===== src/hw/rtl/wavelet53_line_analysis_defines.svh =====
// Assertion macros shared by the wavelet line analysis RTL.
// Depends on nothing; files that assert take it by include and supply clk and rst_n.
`ifndef WAVELET53_LINE_ANALYSIS_DEFINES_SVH
`define WAVELET53_LINE_ANALYSIS_DEFINES_SVH

// Same-cycle implication, disabled while reset is asserted.
`define W53_ASSERT_NOW(label, ante, cons, msg) \
    label: assert property (@(posedge clk) disable iff (!rst_n) (ante) |-> (cons)) \
        else $error(msg);

// Next-cycle implication, disabled while reset is asserted.
`define W53_ASSERT_NEXT(label, ante, cons, msg) \
    label: assert property (@(posedge clk) disable iff (!rst_n) (ante) |=> (cons)) \
        else $error(msg);

`endif


===== src/hw/rtl/w53_pkg.sv =====
// Shared types and constants of the 5/3 wavelet line analysis block.
// No dependencies; used by w53_kernel and wavelet53_line_analysis.
package w53_pkg;

    localparam int SAMPLE_W  = 16;
    localparam int COEF_W    = 16;
    localparam int CFG_Q_W   = 11;
    localparam int LP_W      = 20;
    localparam int HP_W      = 18;

    // Configuration register indexes.
    localparam logic CFG_IDX_HIGH_PASS_MODE = 1'b0;
    localparam logic CFG_IDX_QUARTER_WIDTH  = 1'b1;

    localparam logic [CFG_Q_W-1:0] QUARTER_WIDTH_RESET = 11'd128;
    localparam logic [CFG_Q_W-1:0] QUARTER_WIDTH_MIN   = 11'd2;

    // Rounding bias for the division by sixteen of the low-pass sum.
    localparam logic [LP_W-1:0] LP_ROUND_BIAS = 20'd8;

    // What a sample produces at its position in the line.
    typedef enum logic [2:0] {
        OP_NONE      = 3'd0,
        OP_LP_EDGE   = 3'd1,
        OP_LP_MID    = 3'd2,
        OP_LP_LAST   = 3'd3,
        OP_HP_FIRST  = 3'd4,
        OP_HP_SECOND = 3'd5,
        OP_HP_LAST   = 3'd6
    } w53_op_kind_t;

    // Operands of one coefficient, chosen from the sample window.
    // Low-pass: 6a + 2(b+c) - (d+e). High-pass: (a - half(b+c))/2, or (c-b+1)/2 at line end.
    typedef struct packed {
        w53_op_kind_t                kind;
        logic signed [SAMPLE_W-1:0]  a;
        logic signed [SAMPLE_W-1:0]  b;
        logic signed [SAMPLE_W-1:0]  c;
        logic signed [SAMPLE_W-1:0]  d;
        logic signed [SAMPLE_W-1:0]  e;
        logic                        odd_fix;
        logic                        line_done;
    } w53_op_t;

endpackage


===== src/hw/rtl/wavelet53_line_analysis.sv =====
// Le Gall 5/3 wavelet line analysis: stream of samples in, one band of coefficients out.
// Depends on w53_pkg, w53_kernel and wavelet53_line_analysis_defines.svh.
//
// The block takes one sample per cycle and gives one coefficient for every second
// sample of a line of 4*quarter_width samples (the band chosen by high_pass_mode),
// with tlast on the last coefficient of the line. A sample passes through two registers in the
// block: first the operand register, after which the filter arithmetic fills the
// output register. The two registers form a pipeline, so a new sample is taken every
// cycle while the output side keeps up; a stalled output holds one result and one
// operand set before the input stops. Configuration writes are always taken and
// should be made only while no line is in progress.
`include "wavelet53_line_analysis_defines.svh"

module wavelet53_line_analysis
    import w53_pkg::*;
#(
    parameter int MAX_LINE_WIDTH = 4096
)
(
    input  logic                 clk,
    input  logic                 rst_n,
    // Sample input.
    input  logic                 s_axis_tvalid,
    output logic                 s_axis_tready,
    input  logic [15:0]          s_axis_tdata,   // [15:0] sample
    // Coefficient output.
    output logic                 m_axis_tvalid,
    input  logic                 m_axis_tready,
    output logic [15:0]          m_axis_tdata,   // [15:0] coefficient
    output logic                 m_axis_tlast,   // line_done
    // Register writes.
    input  logic                 cfg_valid,
    output logic                 cfg_ready,
    input  logic                 cfg_index,
    input  logic [CFG_Q_W-1:0]   cfg_data
);

    localparam int LW      = $clog2(MAX_LINE_WIDTH) + 1;
    localparam int QX      = (LW > CFG_Q_W) ? LW : CFG_Q_W;
    localparam int Q_MAX   = MAX_LINE_WIDTH / 4;
    localparam logic [QX-1:0] Q_MAX_V = QX'(Q_MAX);

    logic                        mode_reg;
    logic [CFG_Q_W-1:0]          quarter_reg;
    logic signed [SAMPLE_W-1:0]  win_reg [4];
    logic [LW-1:0]               pos_reg;
    logic                        odd_reg;
    logic                        s1_valid_reg;
    w53_op_t                     s1_op_reg;
    logic                        out_valid_reg;
    logic [COEF_W-1:0]           out_data_reg;
    logic                        out_last_reg;

    logic                        in_accept;
    logic                        out_free;
    logic [QX-1:0]               q_ext;
    logic [QX-1:0]               q_clamp;
    logic [LW-1:0]               last_idx;
    logic [LW-1:0]               p;
    logic                        last;
    logic signed [SAMPLE_W-1:0]  cur;
    w53_op_t                     op_next;
    logic                        odd_next;
    logic [LW-1:0]               pos_next;
    logic signed [COEF_W-1:0]    coef;

    assign cfg_ready     = 1'b1;
    assign in_accept     = s_axis_tvalid && s_axis_tready;
    assign out_free      = !out_valid_reg || m_axis_tready;
    assign s_axis_tready = !s1_valid_reg || out_free;
    assign cur           = signed'(s_axis_tdata);

    // Configuration registers.
    always_ff @(posedge clk or negedge rst_n)
    begin
        if (!rst_n)
        begin
            mode_reg    <= 1'b0;
            quarter_reg <= QUARTER_WIDTH_RESET;
        end
        else if (cfg_valid && cfg_ready)
        begin
            unique case (cfg_index)
                CFG_IDX_HIGH_PASS_MODE: mode_reg    <= cfg_data[0];
                CFG_IDX_QUARTER_WIDTH:  quarter_reg <= cfg_data;
                default: ;
            endcase
        end
    end

    // Line length and position of the current sample, clamped to the last index.
    always_comb
    begin
        q_ext = QX'(quarter_reg);
        if (q_ext < QX'(QUARTER_WIDTH_MIN))
            q_clamp = QX'(QUARTER_WIDTH_MIN);
        else if (q_ext > Q_MAX_V)
            q_clamp = Q_MAX_V;
        else
            q_clamp = q_ext;
        last_idx = LW'({q_clamp, 2'b00}) - LW'(1);
        p        = (pos_reg > last_idx) ? last_idx : pos_reg;
        last     = (p == last_idx);
        pos_next = last ? '0 : p + LW'(1);
    end

    // Choose the coefficient kind and its operands from the sample window.
    always_comb
    begin
        op_next           = '0;
        op_next.kind      = OP_NONE;
        op_next.line_done = last;
        op_next.odd_fix   = 1'b0;
        if (!mode_reg)
        begin
            if (last)
            begin
                op_next.kind = OP_LP_LAST;
                op_next.a    = win_reg[0];
                op_next.b    = win_reg[1];
                op_next.c    = cur;
                op_next.d    = win_reg[2];
                op_next.e    = win_reg[0];
            end
            else if (p == LW'(2))
            begin
                // Left edge: mirrored neighbours fold into the centre taps.
                op_next.kind = OP_LP_EDGE;
                op_next.a    = win_reg[1];
                op_next.b    = win_reg[0];
                op_next.c    = win_reg[0];
                op_next.d    = cur;
                op_next.e    = cur;
            end
            else if (p >= LW'(4) && !p[0])
            begin
                op_next.kind = OP_LP_MID;
                op_next.a    = win_reg[1];
                op_next.b    = win_reg[2];
                op_next.c    = win_reg[0];
                op_next.d    = win_reg[3];
                op_next.e    = cur;
            end
        end
        else
        begin
            if (last)
            begin
                op_next.kind = OP_HP_LAST;
                op_next.b    = win_reg[0];
                op_next.c    = cur;
            end
            else if (p[1:0] == 2'd2)
            begin
                op_next.kind = OP_HP_FIRST;
                op_next.a    = win_reg[0];
                op_next.b    = win_reg[1];
                op_next.c    = cur;
            end
            else if (p[1:0] == 2'd0 && p >= LW'(4))
            begin
                op_next.kind    = OP_HP_SECOND;
                op_next.a       = win_reg[0];
                op_next.b       = win_reg[1];
                op_next.c       = cur;
                op_next.odd_fix = odd_reg;
            end
        end
    end

    // Parity of the first pair sum, kept in both modes.
    always_comb
    begin
        odd_next = odd_reg;
        if (last)
            odd_next = 1'b0;
        else if (p[1:0] == 2'd2)
            odd_next = win_reg[1][0] ^ cur[0];
        else if (p[1:0] == 2'd0)
            odd_next = 1'b0;
    end

    // Line state: position and parity flag.
    always_ff @(posedge clk or negedge rst_n)
    begin
        if (!rst_n)
        begin
            pos_reg <= '0;
            odd_reg <= 1'b0;
        end
        else if (in_accept)
        begin
            pos_reg <= pos_next;
            odd_reg <= odd_next;
        end
    end

    // Sample window, reset to zero.
    always_ff @(posedge clk or negedge rst_n)
    begin
        if (!rst_n)
        begin
            for (int i = 0; i < 4; i++)
                win_reg[i] <= '0;
        end
        else if (in_accept)
        begin
            win_reg[3] <= win_reg[2];
            win_reg[2] <= win_reg[1];
            win_reg[1] <= win_reg[0];
            win_reg[0] <= cur;
        end
    end

    // Operand stage control.
    always_ff @(posedge clk or negedge rst_n)
    begin
        if (!rst_n)
            s1_valid_reg <= 1'b0;
        else if (s_axis_tready)
            s1_valid_reg <= in_accept && (op_next.kind != OP_NONE);
    end

    // Operand stage payload.
    always_ff @(posedge clk)
    begin
        if (in_accept)
            s1_op_reg <= op_next;
    end

    w53_kernel u_kernel
    (
        .op          (s1_op_reg),
        .coefficient (coef)
    );

    // Output stage control.
    always_ff @(posedge clk or negedge rst_n)
    begin
        if (!rst_n)
            out_valid_reg <= 1'b0;
        else if (out_free)
            out_valid_reg <= s1_valid_reg;
    end

    // Output stage payload.
    always_ff @(posedge clk)
    begin
        if (out_free && s1_valid_reg)
        begin
            out_data_reg <= coef;
            out_last_reg <= s1_op_reg.line_done;
        end
    end

    assign m_axis_tvalid = out_valid_reg;
    assign m_axis_tdata  = out_data_reg;
    assign m_axis_tlast  = out_last_reg;

    // The last sample of a line sends the position back to the start.
    `W53_ASSERT_NEXT(a_line_wrap, in_accept && last, pos_reg == '0, "position not cleared at line end")
    // At the start of a line no pair parity is pending.
    `W53_ASSERT_NOW(a_odd_clear, pos_reg == '0, !odd_reg, "pair parity set at line start")
    // A pending operand set moves on when the output register is free.
    `W53_ASSERT_NEXT(a_stage_move, s1_valid_reg && !out_valid_reg, out_valid_reg, "operand stage stuck")

endmodule


===== src/hw/rtl/w53_kernel.sv =====
// Filter arithmetic of the 5/3 wavelet: one coefficient from registered operands.
// Depends on w53_pkg.
module w53_kernel
    import w53_pkg::*;
(
    input  w53_op_t                   op,
    output logic signed [COEF_W-1:0]  coefficient
);

    logic signed [LP_W-1:0]     lp_sum;
    logic        [LP_W-1:0]     lp_mag;
    logic        [LP_W-1:0]     lp_rnd;
    logic signed [LP_W-1:0]     lp_val;
    logic signed [SAMPLE_W:0]   pair_sum;
    logic signed [SAMPLE_W:0]   pair_half;
    logic signed [SAMPLE_W:0]   fix_s;
    logic signed [HP_W-1:0]     hp_diff;
    logic signed [HP_W-1:0]     hp_pos;
    logic signed [HP_W-1:0]     hp_val;
    logic signed [HP_W-1:0]     end_diff;
    logic signed [HP_W-1:0]     end_val;
    logic signed [LP_W-1:0]     value;

    // Low-pass sum, then divide by sixteen rounding halves away from zero.
    always_comb
    begin
        lp_sum = (LP_W'(op.a) <<< 2) + (LP_W'(op.a) <<< 1)
               + ((LP_W'(op.b) + LP_W'(op.c)) <<< 1)
               - (LP_W'(op.d) + LP_W'(op.e));
        lp_mag = lp_sum[LP_W-1] ? LP_W'(-lp_sum) : LP_W'(lp_sum);
        lp_rnd = (lp_mag + LP_ROUND_BIAS) >> 4;
        lp_val = lp_sum[LP_W-1] ? -signed'(lp_rnd) : signed'(lp_rnd);
    end

    // High-pass: predict from the pair average, then halve rounding positives up.
    always_comb
    begin
        pair_sum  = (SAMPLE_W+1)'(op.b) + (SAMPLE_W+1)'(op.c);
        pair_half = pair_sum >>> 1;
        fix_s     = signed'({{SAMPLE_W{1'b0}}, op.odd_fix & pair_sum[0]});
        hp_diff   = HP_W'(op.a) - HP_W'(pair_half + fix_s);
        hp_pos    = signed'({{(HP_W-1){1'b0}}, (hp_diff > 0)});
        hp_val    = (hp_diff + hp_pos) >>> 1;
        end_diff  = HP_W'(op.c) - HP_W'(op.b) + HP_W'(1);
        end_val   = end_diff >>> 1;
    end

    // Band selection and saturation to the coefficient width.
    always_comb
    begin
        case (op.kind) inside
            OP_LP_EDGE, OP_LP_MID, OP_LP_LAST: value = lp_val;
            OP_HP_FIRST, OP_HP_SECOND:         value = LP_W'(hp_val);
            OP_HP_LAST:                        value = LP_W'(end_val);
            default:                           value = '0;
        endcase
        if (value > LP_W'(32767))
            coefficient = 16'sh7FFF;
        else if (value < -LP_W'(32768))
            coefficient = -16'sh8000;
        else
            coefficient = value[COEF_W-1:0];
    end

endmodule


===== config.mk =====
export PLATFORM = sky130hd
export DESIGN_NAME = wavelet53_line_analysis
export DESIGN_NICKNAME = d
export VERILOG_FILES = /design/src/hw/rtl/w53_pkg.sv /design/src/hw/rtl/wavelet53_line_analysis.sv /design/src/hw/rtl/w53_kernel.sv
export VERILOG_INCLUDE_DIRS = /design/src /design/src/hw/rtl
export SDC_FILE = /design/constraint.sdc
export NUM_CORES = 1
export LEC_CHECK = 0
export BUFFER_PORTS_ARGS = -buffer_cell sky130_fd_sc_hd__buf_2
export CAP_MARGIN = 20
export CORE_UTILIZATION = 57
export CTS_CLUSTER_DIAMETER = 120
export DETAILED_ROUTE_END_ITERATION = 16
export GPL_TIMING_DRIVEN = 0
export PLACE_DENSITY_LB_ADDON = 0.25
export SETUP_SLACK_MARGIN = 0.05
export SLEW_MARGIN = 20
export SYNTH_ARGS = -nofsm -noshare
export SYNTH_HDL_FRONTEND = slang
export SYNTH_SLANG_ARGS = --single-unit

===== constraint.sdc =====
create_clock -name clk -period 11 [get_ports clk]
set_clock_uncertainty 0.05 [all_clocks]
set_input_delay 2.2 -clock clk [delete_from_list [all_inputs] [get_ports clk]]
set_output_delay 2.2 -clock clk [all_outputs]
set_load 0.005 [all_outputs]

==> results of run 1 <==
-- worst max-delay path by stage --
stage,startpoint,endpoint,slack (ps)
2_1_floorplan,s1_op_reg[2],m_axis_tdata[11],1720
3_3_place_gp,s1_op_reg[2],m_axis_tdata[0],220
3_5_place_dp,s1_op_reg[2],m_axis_tdata[11],30
4_1_cts,s1_op_reg[2],m_axis_tdata[11],140
5_1_grt,s1_op_reg[2],m_axis_tdata[11],130
6_report,s1_op_reg[36],m_axis_tdata[11],750
-- kinds of logic (layout without fill, tap and decap cells) --
logic type               Yosys count  after routing  share of synthesized area [%]
flip-flops                       194            194                          30.33
AO/OA/AOI/OAI                    578            578                          22.87
other                              1              1                        0.02119
buffers and inverters            271            356                          5.869
adder cells (fa/ha/maj)          157            157                          12.16
multiplexers                      32             32                          1.937
XOR/XNOR                         153            153                          7.573
AND/OR/NAND/NOR                  738            738                          19.24
-- routing by layer --
metal | wire (um) | part of all wire (%) | vias up
li1 | - | - | 7752
met1 | 21270 | 41 | 7629
met2 | 24150 | 47 | 643
met3 | 3497 | 6.8 | 140
met4 | 2649 | 5.1 | 2
met5 | 12 | 0.023 | -
-- cells in the mapped netlist, drive strengths merged, types with 16 or more instances --
library cell,count,area share [%]
mux2,18,1.1
dfrtp,91,13
xnor2,95,4.7
and3,18,0.64
xor2,58,2.9
inv,170,3.6
a221o,18,1.0
nand3,46,1.3
a22oi,25,1.1
a21o,25,1.1
a21oi,112,3.2
nand2,327,6.9
clkbuf,79,1.7
o21ai,135,3.9
ha,132,9.3
fa,25,2.8
nor3,52,1.5
a22o,50,2.5
nand4,23,0.81
o21a,24,1.0
edfxtp,102,17
buf,21,0.57
o211ai,16,0.68
nor2,152,3.2
nand2b,17,0.60
a221oi,26,1.4
-- critical path, delay by kind of cell, from the launching register on --
kind / cells / cell delay (ps)
mux: 1 / 220
compound gates: 21 / 4800
flops: 1 / 400
xor+xnor: 2 / 660
simple gates: 6 / 1580
fa+ha+maj: 4 / 1530
buf+inv: 4 / 710
-- through the flow --
stage / setup WS, ps / hold WS, ps / util [%]
after floorplan: 1725 / 350.3 / -
after global placement: 215.7 / 353.5 / 60.30
after detailed placement: 28.01 / 363.6 / 60.64
after CTS: 144.1 / 380.6 / 62.53
after global routing: 128.0 / 388.8 / 62.68
final: 754.0 / 381.1 / 62.68
-- layout make-up --
| cell class | instances | area, um2 |
|---|---|---|
| Sequential cell | 194 | 5366 |
| Fill cell | 2696 | 11410 |
| Clock buffer | 18 | 429.2 |
| Inverter | 171 | 641.9 |
| Buffer | 97 | 392.9 |
| Clock inverter | 14 | 145.1 |
| Timing Repair Buffer | 56 | 361.6 |
| Multi-Input combinational cell | 1659 | 11340 |
| Tap cell | 396 | 495.5 |
-- what timing repair did --
action / in CTS / in global routing
setup endpoints to repair: 10 / 16
resized for setup: 2 / 18
hold endpoints to repair: 0 / 0
hold buffers: 0 / 0
==> summary.txt, run 1 <==
Synth
  – Syn_area_per_cell: 8.331 um2
  – Post-synthesis async set-or-reset flop share: around 47%
  – Post-synthesis sequential area ratio: between 30% and 40%
  – FF+latch count, synth: about 190
  – Syn Inst Count: around 2,100
  – Ys flop type: edfxtp_1
  – Syn. warnings: 0
  – Cell Area, Synth: 0.01770 mm2
  – Cell variety after synth: 92
  – EDFF count, synth: between 100 and 150
  – Syn nets: ~2,300

Cells and area
  – Cell Count, Final, Fillers Out: between 2,000 and 3,000
  – Fin area: between 0.015 and 0.02 mm2
  – Commonest non-fill, non-tap cell in the layout: nand2_1
  – Share of layout cells above drive strength 1: 7.696%
  – Most frequent cells in the layout: nand2_1 (326), inv_1 (169), nor2_1 (152), ha_1 (131), o21ai_0 (123)
  – Area growth syn-to-layout: 8.357%
  – Final #Nets: ~2,400
  – Ant. Diodes: 0
  – Max FFs per register: 85

Floorplan
  – Die footprint: 0.03175 mm2
  – # IOs: 53
  – Initial core utilization: between 50% and 60%
  – Die height: ~180 um
  – DIE WIDTH: 178.2 um
  – Core Region: 0.03059 mm2
  – Rows: 64

Setup path
  – Startpoint types: flip-flop
  – CP required: about 11,000 ps
  – R2R depth: 38
  – Crit-path max FO: 19
  – Critical path class: reg -> reg
  – Cell mode on critical path: a21oi_1
  – Worst Setup End Kind: flip-flop
  – Worst R2R End: m_axis_tdata[11]
  – Worst path max stage delay: 550 ps
  – Worst EP arrival: 10,370 ps
  – CP max stage cell: fa_1
  – Flop2flop setup slack: 750 ps
  – Worst R2R Start: s1_op_reg[36]

GRT
  – Initial antenna violation count: 1
  – Via count of the first global-routing pass: between 15,000 and 20,000
  – Global Route met1 Usage: 41.37%
  – GRT busiest layer: met2
  – First-pass GRT wire length: slightly above 80,000 um
  – M2 GR Usage: between 50% and 60%
  – Met3 usage: under 10%
  – Gr ovfl total: 0
  – Total track usage: 33.32%
  – Largest net degree at the start of global routing: 75

STA
  – Slew @ Worst Pin: about 940 ps
  – Final Hold Vio Count: 0
  – Finish-stage setup viols: 0
  – Final period util: slightly above 90%
  – Max Slew Vio Count: 0
  – Unrepaired setup endpoints after global routing: false
  – Max-slew headroom: a little over a third
  – Minimum clock period: about 10,000 ps
  – Setup TNS: 0 ps
  – Max Clock Freq: 97.60 MHz

Clocking
  – # Post-CTS Setup Buffers: 0
  – Total clock sinks: roughly 190
  – Reg clk slew, reported paths: around 70 ps
  – Max H-tree Level: 4
  – CTS max path bufs: 2
  – CTS Root Cell: clkbuf_16
  – Clk Latency, worst-skew pair: 450 ps
  – TritonCTS buffer count: 17
  – TritonCTS clock tree: built

Route
  – DR vias: between 15,000 and 20,000
  – Drt first pass iters: 6
  – Routed Antenna Nets: 0
  – DRC viols: 0
  – Wire per inst: about 20 um
  – DR iter-0 viols: between 1,500 and 2,000
  – Routed WL: a little over 50,000 um
  – Via/cell ratio: just over 6

Placement
  – Placer Congestion: 1.011
  – PortBufs: 51
  – Half-perimeter wire length after detailed placement: roughly 40,000 um
  – Area after DPL: around 0.019 mm2
  – Dpl cells: about 2,600

Run
  – Max_cap viols: 0

Min path
  – HP Class: reg -> reg
  – Worst Hold Depth: 0
  – Worst Hold End: m_axis_tlast
  – Hold path startpoint: s1_op_reg[0]

Outcome
  – Outcome: completed
Power of run 1 is left out: the tool's default activity adds up to more than one toggle a clock period on the data nets, which glitch-free logic cannot reach.
==> inputs of run 2 (changes only) <==
Settings changed: RECOVER_POWER set to 25.
==> run 2 against run 1 <==
  * Count of clock-buffer cells in the layout did not move
  * Highest routed layer is now met4
  * The run now ends with max-capacitance violations, max-slew violations left
  * Fmax rose by 0.37%
  * Die area did not move
==> summary.txt, run 2 (synthesized netlist as in run 1, its figures left out) <==
Outcome
  – Outcome: complete, but fails checks
  – Failing checks: max-capacitance violations, max-slew violations

Floorplan
  – Die height: 178.2 um (unchanged)
  – DIE WIDTH: 178.2 um (unchanged)
  – # IOs: 53 (unchanged)
  – Initial core utilization: 57.85% (unchanged)
  – Core Region: 0.03059 mm2 (unchanged)
  – Die footprint: 0.03175 mm2 (unchanged)
  – Rows: 64 (unchanged)

Placement
  – Half-perimeter wire length after detailed placement: 40,810 um (unchanged)
  – PortBufs: 51 (unchanged)
  – Placer Congestion: 1.011 (unchanged)

STA
  – Unrepaired setup endpoints after global routing: false
  – Max-slew headroom: -161.0% (-200 points)
  – Final period util: 92.80% (-0.34 points)
  – Slew @ Worst Pin: 3915 ps (+2976 ps)
  – Final Hold Vio Count: 0 (unchanged)
  – Finish-stage setup viols: 0 (unchanged)
  – Max Slew Vio Count: 75 (+75)
  – Minimum clock period: 10,210 ps (-37.89 ps)
  – Max Clock Freq: 97.96 MHz (+0.37%)
  – Setup TNS: 0 ps (unchanged)

GRT
  – Total track usage: 33.32% (unchanged)
  – Initial antenna violation count: 1 (unchanged)
  – Gr ovfl total: 0 (unchanged)
  – Via count of the first global-routing pass: 15,216 (unchanged)
  – First-pass GRT wire length: 81,220 um (unchanged)
  – Largest net degree at the start of global routing: 75 (unchanged)

Route
  – Routed Antenna Nets: 0 (unchanged)
  – DR vias: 16,195 (+0.18%)
  – Drt first pass iters: 6 (unchanged)
  – DRC viols: 0 (unchanged)
  – Wire per inst: 19.68 um (-0.62%)
  – Routed WL: 51,280 um (-0.58%)
  – DR iter-0 viols: 1,905 (+8.2%)
  – Via/cell ratio: 6.215 (+0.14%)

Run
  – Max_cap viols: 1 (+1)

Setup path
  – CP required: 11,130 ps (about the same)
  – Startpoint types: flip-flop
  – Crit-path max FO: 10 (-9)
  – CP max stage cell: fa_1
  – Worst EP arrival: 10,330 ps (-40 ps)
  – Flop2flop setup slack: 790 ps (+40 ps)
  – Worst Setup End Kind: flip-flop
  – Worst path max stage delay: 550 ps (about the same)
  – Cell mode on critical path: a21oi_1
  – Critical path class: reg -> reg

Clocking
  – # Post-CTS Setup Buffers: 0 (unchanged)
  – Total clock sinks: 194 (unchanged)
  – CTS Root Cell: clkbuf_16
  – # hold bufs at CTS: 0 (unchanged)
  – TritonCTS buffer count: 17 (unchanged)
  – CTS max path bufs: 2 (unchanged)
  – Reg clk slew, reported paths: 70 ps (about the same)
  – Post-CTS sizing: 2 (unchanged)
  – TritonCTS clock tree: built
  – Clk Latency, worst-skew pair: 450 ps (about the same)
  – Max H-tree Level: 4 (unchanged)

Cells and area
  – Commonest non-fill, non-tap cell in the layout: nand2_1
  – Area growth syn-to-layout: 8.188%
  – Share of layout cells above drive strength 1: 7.560% (-0.14 points)
  – Most frequent cells in the layout: nand2_1 (326), inv_1 (169), nor2_1 (152), ha_1 (131), o21ai_0 (123)
  – Max FFs per register: 85 (unchanged)
  – Final #Nets: 2,386 (unchanged)

Min path
  – HP Class: reg -> reg
## run 2: cell count changes in the layout (fill, tap and decap cells not counted), sizes merged
cell    change
diode       +1
clkbuf      +3
buf         -3
## run 2: final timing paths
kind                                    start          endpoint  depth (start not counted)
worst min-delay path             s1_op_reg[0]      m_axis_tlast                          0
worst max-delay path            s1_op_reg[36]  m_axis_tdata[11]                         38
min in group asynchronous               rst_n        pos_reg[8]                          1
worst max register to register  s1_op_reg[36]  m_axis_tdata[11]                         38
worst min register to register   s1_op_reg[0]      m_axis_tlast                          0
max in group asynchronous               rst_n       win_reg[61]                          2
## run 2: critical path: cells and delay by family, from the launching register on
family / cells / cell delay, ps
xor+xnor: 1 / 540
compound gates: 21 / 4600
mux: 1 / 220
buf+inv: 5 / 980
fa+ha+maj: 4 / 1500
simple gates: 6 / 1640
flops: 1 / 400
## run 2: layout make-up
cell class | count | area [um2]
Timing Repair Buffer | 56 | 329.1
Sequential cell | 194 | 5366
Tap cell | 396 | 495.5
Clock inverter | 14 | 145.1
Fill cell | 2700 | 11440
Buffer | 97 | 392.9
Antenna cell | 1 | 2.502
Clock buffer | 18 | 429.2
Inverter | 171 | 641.9
Multi-Input combinational cell | 1659 | 11340
## run 2: layer usage
layer	up-vias	global-route usage (%)	share of wire (%)	wire length, um
li1	7750	-	-	-
met1	7666	41.37	41	21050
met2	636	55.74	47	24180
met3	143	6.138	6.6	3398
met4	0	16.10	5.2	2650
met5	-	0	0	0
## run 2: stage by stage
stage                     instance area, um2  worst slack (ps)  instances  util (%)  hold slack [ps]
after floorplan                        17700              1725       2124         -            350.3
after global placement                 18450             215.7       2571     60.30            353.5
after detailed placement               18550             28.01       2575     60.64            363.6
after CTS                              19130             144.1       2607     62.53            380.6
after global routing                   19140             128.0       2605     62.58            388.8
final                                  19140             791.8       2606     62.59            382.0
Power of run 2 is left out for the same reason.
